[src/rtl/dashed_base32_key_decoder_macros.svh]
// Assertion macros shared by the key decoder RTL.
// Used by dbkd_front and dbkd_back; empty bodies when SYNTH is defined.
`ifndef DASHED_BASE32_KEY_DECODER_MACROS_SVH
`define DASHED_BASE32_KEY_DECODER_MACROS_SVH

`ifndef SYNTH
`define DBKD_ASSERT(lbl, clk, rstn, prop) \
	lbl: assert property (@(posedge clk) disable iff (!rstn) prop) \
		else $error("dbkd assertion failed");
`define DBKD_NEVER(lbl, clk, rstn, expr) \
	lbl: assert property (@(posedge clk) disable iff (!rstn) !(expr)) \
		else $error("dbkd forbidden condition");
`else
`define DBKD_ASSERT(lbl, clk, rstn, prop)
`define DBKD_NEVER(lbl, clk, rstn, expr)
`endif

`endif

[src/rtl/dbkd_pkg.sv]
// Shared constants, command type and symbol lookup for the key decoder.
// No dependencies.
`default_nettype none
package dbkd_pkg;

	localparam int KEY_TEXT_LEN = 41;
	localparam int KEY_SYMBOLS  = 36;
	localparam int KEY_BYTES    = 23;
	localparam int GROUP_SPAN   = 7;

	localparam int POS_W   = $clog2(KEY_TEXT_LEN + 1);
	localparam int SYM_W   = $clog2(KEY_SYMBOLS);
	localparam int SYMC_W  = $clog2(KEY_SYMBOLS + 1);
	localparam int COL_W   = $clog2(GROUP_SPAN);
	localparam int VAL_W   = 5;
	localparam int IDX_W   = $clog2(KEY_BYTES);
	localparam int ACC_W   = 12;
	localparam int CNT_W   = $clog2(ACC_W + 1);
	localparam int QUEUE_DEPTH = 2;

	localparam logic [7:0] CH_SPACE = 8'h20;
	localparam logic [7:0] CH_TAB   = 8'h09;
	localparam logic [7:0] CH_DASH  = 8'h2d;

	// One request from the front end: optional symbol write, optional finish.
	typedef struct packed {
		logic             wr;
		logic [SYM_W-1:0] addr;
		logic [VAL_W-1:0] value;
		logic             fin;
		logic             ok;
	} cmd_t;

	typedef struct packed {
		logic             hit;
		logic [VAL_W-1:0] value;
	} sym_t;

	function automatic sym_t symbol_lookup(input logic [7:0] c);
		logic [7:0] u;
		sym_t       r;
		u = c;
		r.hit = 1'b1;
		r.value = '0;
		if (c >= "a" && c <= "z")
			u = c - 8'd32;
		if (u >= "A" && u <= "H")
			r.value = VAL_W'(u - "A");
		else if (u >= "J" && u <= "N")
			r.value = VAL_W'(u - "J" + 8'd8);
		else if (u >= "P" && u <= "Z")
			r.value = VAL_W'(u - "P" + 8'd13);
		else if (u >= "1" && u <= "8")
			r.value = VAL_W'(u - "1" + 8'd24);
		else
			r.hit = 1'b0;
		return r;
	endfunction

endpackage
`default_nettype wire

[src/rtl/dbkd_ram.sv]
// Generic single-write, single-read RAM with registered read data.
// No dependencies.
`default_nettype none
module dbkd_ram #(
	parameter int WIDTH = 8,
	parameter int DEPTH = 32,
	localparam int AW = $clog2(DEPTH)
) (
	input  wire logic             clk,
	input  wire logic             we,
	input  wire logic [AW-1:0]    waddr,
	input  wire logic [WIDTH-1:0] wdata,
	input  wire logic             re,
	input  wire logic [AW-1:0]    raddr,
	output logic      [WIDTH-1:0] rdata
);

	logic [WIDTH-1:0] mem_q [DEPTH];

	always_ff @(posedge clk) begin
		if (we)
			mem_q[waddr] <= wdata;
		if (re)
			rdata <= mem_q[raddr];
	end

endmodule
`default_nettype wire

[src/rtl/dbkd_front.sv]
// Front end: takes characters, tracks blanks, groups and dashes, issues requests.
// Depends on dbkd_pkg and the assertion macro header.
`default_nettype none
`include "dashed_base32_key_decoder_macros.svh"
module dbkd_front (
	input  wire logic          clk,
	input  wire logic          arst_n,
	input  wire logic          in_valid,
	output logic               in_ready,
	input  wire logic [7:0]    char_code,
	input  wire logic          end_of_text,
	output logic               cmd_valid,
	input  wire logic          cmd_ready,
	output dbkd_pkg::cmd_t     cmd
);
	import dbkd_pkg::*;

	typedef enum logic [2:0] {
		PH_LEAD = 3'b001,
		PH_BODY = 3'b010,
		PH_TAIL = 3'b100
	} phase_t;

	localparam logic [COL_W-1:0] COL_DASH = COL_W'(GROUP_SPAN - 1);

	phase_t             phase_q, phase_n;
	logic [POS_W-1:0]   pos_q, pos_n;
	logic [COL_W-1:0]   col_q, col_n;
	logic [SYMC_W-1:0]  symi_q, symi_n;
	logic               err_q, err_n;
	logic               blank, take, wr, accept;
	sym_t               sym;

	always_comb begin
		blank = char_code == CH_SPACE || char_code == CH_TAB;
		sym = symbol_lookup(char_code);
		phase_n = phase_q;
		pos_n = pos_q;
		col_n = col_q;
		symi_n = symi_q;
		err_n = err_q;
		wr = 1'b0;
		take = 1'b0;
		case (phase_q)
			PH_LEAD: begin
				if (!blank) begin
					phase_n = PH_BODY;
					take = 1'b1;
				end
			end
			PH_BODY: begin
				if (blank)
					phase_n = PH_TAIL;
				else
					take = 1'b1;
			end
			PH_TAIL: begin
				if (!blank)
					err_n = 1'b1;
			end
			default: begin
				err_n = 1'b1;
			end
		endcase
		if (take) begin
			if (pos_q >= POS_W'(KEY_TEXT_LEN)) begin
				err_n = 1'b1;
			end else begin
				if (col_q == COL_DASH) begin
					if (char_code != CH_DASH)
						err_n = 1'b1;
					col_n = '0;
				end else begin
					if (!sym.hit)
						err_n = 1'b1;
					else
						wr = 1'b1;
					col_n = col_q + 1'b1;
					symi_n = symi_q + 1'b1;
				end
				pos_n = pos_q + 1'b1;
			end
		end
	end

	assign in_ready  = cmd_ready;
	assign accept    = in_valid && cmd_ready;
	assign cmd_valid = in_valid && (wr || end_of_text);
	assign cmd.wr    = wr;
	assign cmd.addr  = SYM_W'(symi_q);
	assign cmd.value = sym.value;
	assign cmd.fin   = end_of_text;
	assign cmd.ok    = !err_n && phase_n != PH_LEAD && pos_n == POS_W'(KEY_TEXT_LEN);

	always_ff @(posedge clk or negedge arst_n) begin
		if (!arst_n) begin
			phase_q <= PH_LEAD;
			pos_q <= '0;
			col_q <= '0;
			symi_q <= '0;
			err_q <= 1'b0;
		end else if (accept) begin
			if (end_of_text) begin
				phase_q <= PH_LEAD;
				pos_q <= '0;
				col_q <= '0;
				symi_q <= '0;
				err_q <= 1'b0;
			end else begin
				phase_q <= phase_n;
				pos_q <= pos_n;
				col_q <= col_n;
				symi_q <= symi_n;
				err_q <= err_n;
			end
		end
	end

	`DBKD_ASSERT(a_pos_cap, clk, arst_n, pos_q <= POS_W'(KEY_TEXT_LEN))
	`DBKD_ASSERT(a_col_cap, clk, arst_n, col_q <= COL_DASH)
	`DBKD_ASSERT(a_restart, clk, arst_n, accept && end_of_text |=> pos_q == '0 && phase_q == PH_LEAD && !err_q)
	`DBKD_NEVER(a_wr_range, clk, arst_n, cmd_valid && cmd.wr && symi_q >= SYMC_W'(KEY_SYMBOLS))

endmodule
`default_nettype wire

[src/rtl/dbkd_queue.sv]
// Two-entry request queue between front end and back end.
// Depends on dbkd_pkg.
`default_nettype none
module dbkd_queue (
	input  wire logic      clk,
	input  wire logic      arst_n,
	input  wire logic      in_valid,
	output logic           in_ready,
	input  dbkd_pkg::cmd_t in_cmd,
	output logic           out_valid,
	input  wire logic      out_ready,
	output dbkd_pkg::cmd_t out_cmd
);
	import dbkd_pkg::*;

	localparam int PTR_W = $clog2(QUEUE_DEPTH);
	localparam int CNT_QW = $clog2(QUEUE_DEPTH + 1);
	localparam logic [PTR_W-1:0] PTR_LAST = PTR_W'(QUEUE_DEPTH - 1);

	cmd_t              slot_q [QUEUE_DEPTH];
	logic [PTR_W-1:0]  wr_ptr_q, rd_ptr_q;
	logic [CNT_QW-1:0] count_q;
	logic              push, pop;

	assign in_ready  = count_q != CNT_QW'(QUEUE_DEPTH);
	assign out_valid = count_q != '0;
	assign out_cmd   = slot_q[rd_ptr_q];
	assign push      = in_valid && in_ready;
	assign pop       = out_valid && out_ready;

	always_ff @(posedge clk) begin
		if (push)
			slot_q[wr_ptr_q] <= in_cmd;
	end

	always_ff @(posedge clk or negedge arst_n) begin
		if (!arst_n) begin
			wr_ptr_q <= '0;
			rd_ptr_q <= '0;
			count_q <= '0;
		end else begin
			if (push)
				wr_ptr_q <= (wr_ptr_q == PTR_LAST) ? '0 : wr_ptr_q + 1'b1;
			if (pop)
				rd_ptr_q <= (rd_ptr_q == PTR_LAST) ? '0 : rd_ptr_q + 1'b1;
			if (push && !pop)
				count_q <= count_q + 1'b1;
			else if (pop && !push)
				count_q <= count_q - 1'b1;
		end
	end

endmodule
`default_nettype wire

[src/rtl/dbkd_back.sv]
// Back end: owns the symbol store, writes symbols and packs the 23 key bytes.
// Depends on dbkd_pkg, dbkd_ram and the assertion macro header.
`default_nettype none
`include "dashed_base32_key_decoder_macros.svh"
module dbkd_back (
	input  wire logic              clk,
	input  wire logic              arst_n,
	input  wire logic              cmd_valid,
	output logic                   cmd_ready,
	input  dbkd_pkg::cmd_t         cmd,
	output logic                   out_valid,
	input  wire logic              out_ready,
	output logic [7:0]             key_byte,
	output logic [dbkd_pkg::IDX_W-1:0] byte_index,
	output logic                   valid_key,
	output logic                   final_result
);
	import dbkd_pkg::*;

	typedef enum logic [2:0] {
		BK_IDLE  = 3'b001,
		BK_BUILD = 3'b010,
		BK_LOAD  = 3'b100
	} back_state_t;

	localparam logic [IDX_W-1:0] IDX_LAST = IDX_W'(KEY_BYTES - 1);

	back_state_t        state_q;
	logic [SYMC_W-1:0]  rd_q;
	logic [CNT_W-1:0]   cnt_q;
	logic [IDX_W-1:0]   idx_q;
	logic [ACC_W-1:0]   acc_q;
	logic               m_valid_q, m_ok_q, m_last_q;
	logic [7:0]         m_byte_q;
	logic [IDX_W-1:0]   m_idx_q;
	logic               out_free, pop, re, emit, fail_emit, have_byte;
	logic [VAL_W-1:0]   rdata;
	logic [CNT_W-1:0]   shift;
	logic [7:0]         byte_sel;

	assign out_free  = !m_valid_q || out_ready;
	assign cmd_ready = state_q == BK_IDLE && (!cmd.fin || cmd.ok || out_free);
	assign pop       = cmd_valid && cmd_ready;
	assign fail_emit = pop && cmd.fin && !cmd.ok;
	assign have_byte = cnt_q >= CNT_W'(8);
	assign emit      = state_q == BK_BUILD && have_byte && out_free;
	assign re        = state_q == BK_BUILD && !have_byte && rd_q < SYMC_W'(KEY_SYMBOLS);
	assign shift     = cnt_q - CNT_W'(8);
	assign byte_sel  = 8'(acc_q >> shift);

	dbkd_ram #(.WIDTH(VAL_W), .DEPTH(KEY_SYMBOLS)) u_store (
		.clk   (clk),
		.we    (pop && cmd.wr),
		.waddr (cmd.addr),
		.wdata (cmd.value),
		.re    (re),
		.raddr (SYM_W'(rd_q)),
		.rdata (rdata)
	);

	always_ff @(posedge clk or negedge arst_n) begin
		if (!arst_n) begin
			state_q <= BK_IDLE;
			rd_q <= '0;
			cnt_q <= '0;
			idx_q <= '0;
			m_valid_q <= 1'b0;
		end else begin
			if (emit || fail_emit)
				m_valid_q <= 1'b1;
			else if (out_ready)
				m_valid_q <= 1'b0;
			case (state_q)
				BK_IDLE: begin
					if (pop && cmd.fin && cmd.ok) begin
						rd_q <= '0;
						cnt_q <= CNT_W'(2);
						idx_q <= '0;
						state_q <= BK_BUILD;
					end
				end
				BK_BUILD: begin
					if (have_byte) begin
						if (out_free) begin
							cnt_q <= cnt_q - CNT_W'(8);
							idx_q <= idx_q + 1'b1;
							if (idx_q == IDX_LAST)
								state_q <= BK_IDLE;
						end
					end else if (re) begin
						rd_q <= rd_q + 1'b1;
						state_q <= BK_LOAD;
					end else begin
						// trailing pad: two zero bits after the last symbol
						cnt_q <= cnt_q + CNT_W'(2);
					end
				end
				BK_LOAD: begin
					cnt_q <= cnt_q + CNT_W'(VAL_W);
					state_q <= BK_BUILD;
				end
				default: begin
					state_q <= BK_IDLE;
				end
			endcase
		end
	end

	always_ff @(posedge clk) begin
		if (state_q == BK_IDLE)
			acc_q <= '0;
		else if (state_q == BK_LOAD)
			acc_q <= {acc_q[ACC_W-VAL_W-1:0], rdata};
		else if (state_q == BK_BUILD && !have_byte && !re)
			acc_q <= {acc_q[ACC_W-3:0], 2'b00};
		if (emit) begin
			m_byte_q <= byte_sel;
			m_idx_q <= idx_q;
			m_ok_q <= 1'b1;
			m_last_q <= idx_q == IDX_LAST;
		end else if (fail_emit) begin
			m_byte_q <= '0;
			m_idx_q <= '0;
			m_ok_q <= 1'b0;
			m_last_q <= 1'b1;
		end
	end

	assign out_valid    = m_valid_q;
	assign key_byte     = m_byte_q;
	assign byte_index   = m_idx_q;
	assign valid_key    = m_ok_q;
	assign final_result = m_last_q;

	`DBKD_ASSERT(a_cnt_cap, clk, arst_n, cnt_q <= CNT_W'(ACC_W))
	`DBKD_ASSERT(a_load_follows_read, clk, arst_n, state_q == BK_LOAD |-> $past(re))
	`DBKD_ASSERT(a_idx_range, clk, arst_n, m_valid_q |-> m_idx_q <= IDX_LAST)
	`DBKD_ASSERT(a_fail_single, clk, arst_n, m_valid_q && !m_ok_q |-> m_last_q && m_byte_q == '0)
	`DBKD_NEVER(a_rd_overrun, clk, arst_n, rd_q > SYMC_W'(KEY_SYMBOLS))

endmodule
`default_nettype wire

[src/rtl/dashed_base32_key_decoder.sv]
// Top level: characters in, 23 decoded key bytes or one failure result out.
// Throughput: one character per cycle while the two-entry request queue has room.
// A bad key's failure result passes the request queue and the result register.
// A good key streams 23 bytes, paced by the store's single read port and the
// read/shift loop that each of the 36 symbols goes through.
// Reset (arst_n low) clears all control state; the symbol store is not cleared.
`default_nettype none
module dashed_base32_key_decoder (
	input  wire logic        clk,
	input  wire logic        arst_n,
	input  wire logic        s_axis_tvalid,
	output logic             s_axis_tready,
	input  wire logic [7:0]  s_axis_tdata,   // [7:0] char_code
	input  wire logic        s_axis_tlast,   // end_of_text
	output logic             m_axis_tvalid,
	input  wire logic        m_axis_tready,
	output logic [15:0]      m_axis_tdata,   // [7:0] key_byte, [12:8] byte_index
	output logic             m_axis_tuser,   // [0] valid_key
	output logic             m_axis_tlast    // final_result
);
	import dbkd_pkg::*;

	logic             f_valid, f_ready, q_valid, q_ready;
	cmd_t             f_cmd, q_cmd;
	logic [7:0]       key_byte;
	logic [IDX_W-1:0] byte_index;

	dbkd_front u_front (
		.clk         (clk),
		.arst_n      (arst_n),
		.in_valid    (s_axis_tvalid),
		.in_ready    (s_axis_tready),
		.char_code   (s_axis_tdata),
		.end_of_text (s_axis_tlast),
		.cmd_valid   (f_valid),
		.cmd_ready   (f_ready),
		.cmd         (f_cmd)
	);

	dbkd_queue u_queue (
		.clk       (clk),
		.arst_n    (arst_n),
		.in_valid  (f_valid),
		.in_ready  (f_ready),
		.in_cmd    (f_cmd),
		.out_valid (q_valid),
		.out_ready (q_ready),
		.out_cmd   (q_cmd)
	);

	dbkd_back u_back (
		.clk          (clk),
		.arst_n       (arst_n),
		.cmd_valid    (q_valid),
		.cmd_ready    (q_ready),
		.cmd          (q_cmd),
		.out_valid    (m_axis_tvalid),
		.out_ready    (m_axis_tready),
		.key_byte     (key_byte),
		.byte_index   (byte_index),
		.valid_key    (m_axis_tuser),
		.final_result (m_axis_tlast)
	);

	assign m_axis_tdata = {(16 - 8 - IDX_W)'(0), byte_index, key_byte};

endmodule
`default_nettype wire

[config.mk]
export PLATFORM = sky130hd
export DESIGN_NAME = dashed_base32_key_decoder
export DESIGN_NICKNAME = d
export VERILOG_FILES = /design/src/rtl/dbkd_pkg.sv /design/src/rtl/dbkd_ram.sv /design/src/rtl/dbkd_front.sv /design/src/rtl/dbkd_queue.sv /design/src/rtl/dbkd_back.sv /design/src/rtl/dashed_base32_key_decoder.sv
export VERILOG_INCLUDE_DIRS = /design/src /design/src/rtl
export SDC_FILE = /design/constraint.sdc
export NUM_CORES = 1
export LEC_CHECK = 0
export ABC_AREA = 1
export ABC_CLOCK_PERIOD_IN_PS = 6090
export BUFFER_PORTS_ARGS = -buffer_cell sky130_fd_sc_hd__clkbuf_2
export CORE_MARGIN = 1.5
export CORE_UTILIZATION = 55
export CTS_CLUSTER_DIAMETER = 120
export DETAILED_ROUTE_END_ITERATION = 8
export PLACE_DENSITY = 0.72
export REMOVE_ABC_BUFFERS = 1
export SYNTH_ARGS = -nofsm -noshare
export SYNTH_HDL_FRONTEND = slang
export SYNTH_SLANG_ARGS = --single-unit
[constraint.sdc]
create_clock -name clk -period 6.09 [get_ports clk]
set_input_delay 1.5225 -clock clk [delete_from_list [all_inputs] [get_ports clk]]
set_output_delay 1.5225 -clock clk [all_outputs]
set_load 0.01 [all_outputs]
# Word level (Yosys, flattened, before mapping)
# Memory sizes are Yosys's and may differ from the RTL's. A register that Yosys moved wholly into a read port is not among the register bits.
# Cells that the tools add are included.
# totals
register_bits	69
wordCells	206
input_bits	13
n_memories	2
latch_bits	0
ram_bits	208
output_inout_bits	20
rom_bits	0
# mem_list
name	words	word_bits	rd	rd_ports_with_merged_regs	wr	line	text
u_back.u_store.mem_q	36	5	1	1	1	dbkd_ram.sv:18	logic [WIDTH-1:0] mem_q [DEPTH];
u_queue.slot_q	2	14	1	0	1	dbkd_queue.sv:20	cmd_t slot_q [QUEUE_DEPTH];
# op_classes
eq_ne	25
magnitude_cmp	13
n_reduce_logical	52
n_mux	75
addsub	20
n_shift	1
div_mod_pow	0
bitwise	0
mul	0
# ops
cell	n
$mux 6	10
$mux 5	9
$mux 3	12
$ge 8x7->1 const B	4
$le 8x7->1 const B	4
$mux 1	27
$mux 12	2
$mux 8	3
$logic_and 1x1->1	23
$reduce_and 4->1	5
$add 6x1->6 const B	3
$mux 4	4
$reduce_bool 2->1	7
$pmux 4 s3	1
$pmux 6 s2	1
$shr 12x4->8	1
$add 5x4->5 const B	2
$ne 2x2->1 const B	5
$pmux 5 s2	1
$sub 5x5->5 const B	2
$eq 3x3->1 const B	3
$pmux 3 s3	1
$eq 8x4->1 const B	1
$eq 8x6->1 const B	1
other kinds (34)	54

# Depth between registers and ports, before layout
# logic_depth
word_depth	20
ltp_mapped	24
mapped_depth_nobuf	23

# Cells and area by module
# From an unflattened synthesis, not the netlist that was laid out.
# unflattened
hier_cells	1369
area_unflattened_um2	13451.7
# by_module_without_submodules
module	cells_per_inst	seq_area_each_um2	instances	area_per_inst_um2
dbkd_ram	651	5555.3	1	7623.6
dbkd_back	346	1157.4	1	2616.3
dbkd_front	266	476.7	1	1903.1
dbkd_queue	102	940.9	1	1282.5
dashed_base32_key_decoder	4	0.0	1	26.3

# Least setup slack after synthesis
# Ideal clock, no wire load.
# synth_timing
path_type	input to register
start	input s_axis_tdata[2]
end	memory u_queue.slot_q[0][0] (netlist bit) (enable)
required_ns	5.706
t_arrival_ns	3.704
setup_slack_ns	2.002
stages	19
n_path_buf	1
setup_ns	0.384
path_cell_list	buf_6 > inv_2 > ha_1 > inv_1 > nor2_2 > nand3_1 > nand2_2 > nand2_1 > nand2_2 > nand2_2 > a21oi_4 > nand2_1 > nand2_1 > nand2_2 > nand3_2 > nand2_2 > nand2_1 > nand2_2 > nor2_1
# synth_via
elab_chain_cells	18
word_cells_on_any_way	35
cone_classes	add/sub (1); order compare (10); eq/ne (2); mux (13); reduce/logical (9)
# synth_rtl
item	line	text
start, declared	dashed_base32_key_decoder.sv:13	input wire logic [7:0] s_axis_tdata,
$ge 8x7->1 or $le 8x7->1 (tied branches)	dbkd_pkg.sv:45	if (c >= "a" && c <= "z")
$logic_and 1x1->1	dbkd_pkg.sv:45	
$mux 8	dbkd_pkg.sv:45	
$ge 8x6->1 or $le 8x6->1 (tied branches)	dbkd_pkg.sv:53	else if (u >= "1" && u <= "8")
$logic_and 1x1->1	dbkd_pkg.sv:53	
$mux 1	dbkd_pkg.sv:53	
$mux 1	dbkd_pkg.sv:51	else if (u >= "P" && u <= "Z")
$mux 1	dbkd_pkg.sv:49	else if (u >= "J" && u <= "N")
[2 not listed]	-	
$mux 1	dbkd_front.sv:69	if (col_q == COL_DASH) begin
$mux 1	dbkd_front.sv:66	if (pos_q >= POS_W'(KEY_TEXT_LEN)) begin
$mux 1 (*)	dbkd_front.sv:65	if (take) begin
$logic_or 1x1->1 (*)	dbkd_front.sv:88	assign cmd_valid = in_valid && (wr || end_of_text);
$logic_and 1x1->1 (*)	dbkd_front.sv:88	
$logic_and 1x1->1 (*)	dbkd_queue.sv:28	assign push = in_valid && in_ready;
$mux 1 (*)	dbkd_queue.sv:32	if (push)
$mux 1 (implied by the code) (*)	dbkd_queue.sv:33	slot_q[wr_ptr_q] <= in_cmd;
end, declared	dbkd_queue.sv:20	
# Mark *: on every way between the ends. The rest lies on a longest branch, timed or not.

# Final worst setup path
# layout_timing
start	input s_axis_tdata[2]
end	memory u_queue.slot_q[0][2] (netlist bit) (enable)
# Same word-level chain as after synthesis.

==> results.py <==
metrics = {
    "cts": {
        "cts.repair.resized": 0,
        "cts_buffer_depth": 3,
        "hold_buffers": 0,
        "cts_sinks": 282,
        "h-tree-depth": 1,
        "cts_buffers": 28,
        "cts_setup_buffers": 0,
        "cts_tree": "yes",
        "cts_root_buf": "clkbuf_16",
        "path_clk_slew_ps": 60,
        "clk-insertion-delay-late_ps": 540,
    },
    "grt": {
        "grtUsageTotal_pct": 23.2,
        "grt_pass1_vias": 8714,
        "grt_overflow": 0,
        "grt_antenna_before_repair": 0,
        "grt_pass1_wl_um": 44600,
        "grt_start_max_net_pins": 94,
    },
    "timing": {
        "fmax_mhz": 242,
        "slew_headroom_pct": 16.0,
        "fin_setup_tns_ps": 0,
        "worst_pin_slew_ps": 1260,
        "setup_viol": 0,
        "min_period_over_period_pct": 67.9,
        "hold_viol": 0,
        "period_minus_slack_ps": 4130,
        "fin_skew_ps": 14.8,
        "postLayoutSetupSlackWorst_ps": 1960,
        "drv_slew": 0,
        "rsz0062_at_grt": "no",
    },
    "routing": {
        "drc": 0,
        "avgRoutedWirePerCell_um": 17.1,
        "num_vias": 8965,
        "ant_nets": 0,
        "drt_wl_total_um": 27300,
        "firstDrtPassIters": 5,
        "via_per_inst": 5.62,
        "first_iter_violations": 787,
    },
    "pwr": {
        "p_switching_mw": 2.44,
        "comb_power_share_pct": 31.5,
        "p_leak_nw": 5.16,
        "p_per_area_nw_per_um2": 472,
        "clockPowerShare_pct": 28.1,
        "seqPwrFrac_pct": 40.4,
        "vdd_drop_max_uv": 246,
        "p_int_mw": 4.31,
        "switching_share_pct": 36.1,
    },
    "worst_setup_path": {
        "crit_arrival_ps": 4280,
        "crit_path_start_kind": "primary input",
        "crit_type": "in2reg",
        "crit_fanout": 14,
        "endpoint_kind": "flop",
        "crit_required_ps": 6240,
    },
    "logic_synthesis": {
        "yosysMostFrequentCell": "edfxtp_1",
        "synth_area_leaders": "edfxtp_1, dfrtp_1, o21ai_0",
        "synth_top_area_cell": "edfxtp_1",
        "ys_seq_elements": 282,
        "netlist_top_cells_count": "edfxtp_1, nand2_1, nor2_1, o21ai_0, inv_1",
        "avgSynthCellArea_um2": 10.4,
        "synth_top_flop_cell": "edfxtp_1",
        "synth_top_cell_area_share_pct": 53.0,
        "synth_edf_count": 227,
        "yosysWarnings": 0,
        "synth-async-reset-ratio_pct": 14.9,
        "ys_seq_area_share_pct": 63.2,
        "synthDistinctLibCells": 50,
        "netlist_instances": 1238,
        "syn_area_um2": 12900,
    },
    "die": {
        "die_w_um": 156,
        "die_h_um": 156,
        "core_region_area_um2": 22800,
        "row_count": 55,
        "fp.dieArea_um2": 24300,
        "initial_core_util_pct": 56.5,
        "io_pins": 33,
    },
    "status": {
        "status": "finished clean",
    },
    "layout": {
        "drive_gt1_share_pct": 11.2,
        "antenna_cells": 0,
        "regArea_um2": 8130,
        "syn_to_final_growth_pct": 11.2,
        "multi_input_area_um2": 4160,
        "fillers": 1786,
        "nets": 1295,
        "fin_util_pct": 62.8,
        "design_area_um2": 14300,
    },
    "placement": {
        "gp_congestion": 0.908,
        "io_buffers": 29,
        "dpl_cell_area_um2": 13300,
        "dp_hpwl_um": 18100,
        "place_ws_ps": 1360,
    },
    "flow_run": {
        "maxCapViolCount": 0,
    },
    "min_path": {
        "hold_path_class": "reg2reg",
    },
}
[cells by family (layout without fill, tap and decap cells)]
| group | Yosys count | after routing | synth area share (%) |
|---|---|---|---|
| simple gates | 489 | 489 | 16.3 |
| flops | 282 | 282 | 63.2 |
| compound gates | 275 | 275 | 12.2 |
| buf+inv | 145 | 187 | 4.47 |
| fa+ha+maj | 22 | 22 | 2.14 |
| xor+xnor | 17 | 17 | 1.16 |
| mux | 7 | 7 | 0.545 |
| other cells | 1 | 3 | 0.0292 |
[power by group through the flow]
stage / Combinational (mW) / Clock, mW / Sequential [mW]
3_5_place_dp: 2.11 / 0 / 2.76
3_3_place_gp: 2.06 / 0 / 2.75
6_report: 2.12 / 1.90 / 2.73
4_1_cts: 2.11 / 1.92 / 2.73
2_1_floorplan: 1.34 / 0 / 2.80
5_1_grt: 2.38 / 1.99 / 2.76
[through the flow]
stage          cells  hold slack [ps]  total power [mW]
3_5_place_dp    1543              462              4.87
6_report        1595              465              6.75
3_3_place_gp    1543              433              4.81
5_1_grt         1595              474              7.13
2_1_floorplan   1191              449              4.14
4_1_cts         1595              472              6.76
[critical path, stage by stage]
cell and delay [ps]:
clkbuf_2 180, inv_2 140, ha_1 190, inv_1 70
nor2_2 120, nand3_1 100, nand2_2 110, nand2_1 80
nand2_2 100, nand2_2 80, a21oi_4 200, nand2_1 80
nand2_1 80, nand2_2 80, nand3_2 110, nand2_2 60
nand2_1 70, nand2_2 70, nor2_1 840
[per-layer routing]
layer | routed length [um] | up-vias | part of all wire (%) | global-route usage, %
met3 | 1790 | 53 | 6.6 | 3.22
met1 | 11800 | 4236 | 43 | 32.1
met4 | 614 | 0 | 2.2 | 6.67
met5 | 0 | - | 0 | 0
met2 | 13200 | 298 | 48 | 38.7
li1 | - | 4378 | - | -
[final cells by class]
type / instances / share of cell area (%)
Timing Repair Buffer: 39 / 1.54
Multi-Input combinational cell: 813 / 29.1
Clock inverter: 20 / 2.00
Sequential cell: 282 / 56.8
Tap cell: 313 / 2.74
Clock buffer: 32 / 5.22
Inverter: 96 / 2.55
[sequential cells by signal, indices dropped and copies added, names as in the netlist]
| name | count |
|---|---|
| u_front.col_q | 3 |
| u_back.idx_q | 5 |
| u_back.out_valid | 1 |
| u_queue.wr_ptr_q | 1 |
| u_back.cnt_q | 4 |
| u_front.phase_q | 3 |
| u_back.u_store.rdata | 5 |
| u_queue.count_q | 2 |
| u_back.state_q | 3 |
| u_back.valid_key | 1 |
| u_back.u_store.mem_q | 180 |
| u_back.byte_index | 5 |
| u_queue.slot_q | 28 |
| u_back.acc_q | 12 |
| u_front.symi_q | 6 |
| u_back.key_byte | 8 |
| u_front.err_q | 1 |
| u_queue.rd_ptr_q | 1 |
| u_back.rd_q | 6 |
| u_front.pos_q | 6 |
| u_back.final_result | 1 |
[path summary, 6_finish.rpt]
path | startpoint | end | slack (ps) | cells past startpoint
worst max-delay path | s_axis_tdata[2] | u_queue.slot_q[0][2]$_DFFE_PP_ | 1960 | 19
worst min register to register | u_back.valid_key$_SDFFE_PP1P_ | u_back.valid_key$_SDFFE_PP1P_ | 470 | 2
min in group asynchronous | arst_n | u_back.cnt_q[3]$_DFFE_PN0P_ | 1060 | 2
worst min-delay path | u_back.valid_key$_SDFFE_PP1P_ | u_back.valid_key$_SDFFE_PP1P_ | 470 | 2
max in group asynchronous | arst_n | u_back.rd_q[0]$_DFFE_PN0P_ | 4600 | 2
worst max register to register | u_back.state_q[0]$_DFFE_PN1P_ | u_back.u_store.mem_q[24][4]$_DFFE_PP_ | 2170 | 10
[layout by cell type (no fill, tap or decap), types with 6 or more instances in the layout]
master / instances
edfxtp_1: 227
nand2_1: 189
nor2_1: 186
o21ai_0: 143
inv_1: 79
o22ai_1: 47
a21oi_1: 42
dfrtp_1: 39
nand3_1: 38
clkbuf_16: 29
clkbuf_2: 29
ha_1: 22
nand4_1: 17
nor3_1: 17
inv_2: 14
xor2_1: 14
dfxtp_1: 13
nand2_2: 11
buf_4: 10
nor2_2: 8
o211ai_1: 8
mux2i_1: 7
a211oi_1: 7
bufinv_16: 7
a31oi_1: 6
or2_2: 6
No activity file was read; power rests on OpenSTA's default activity.
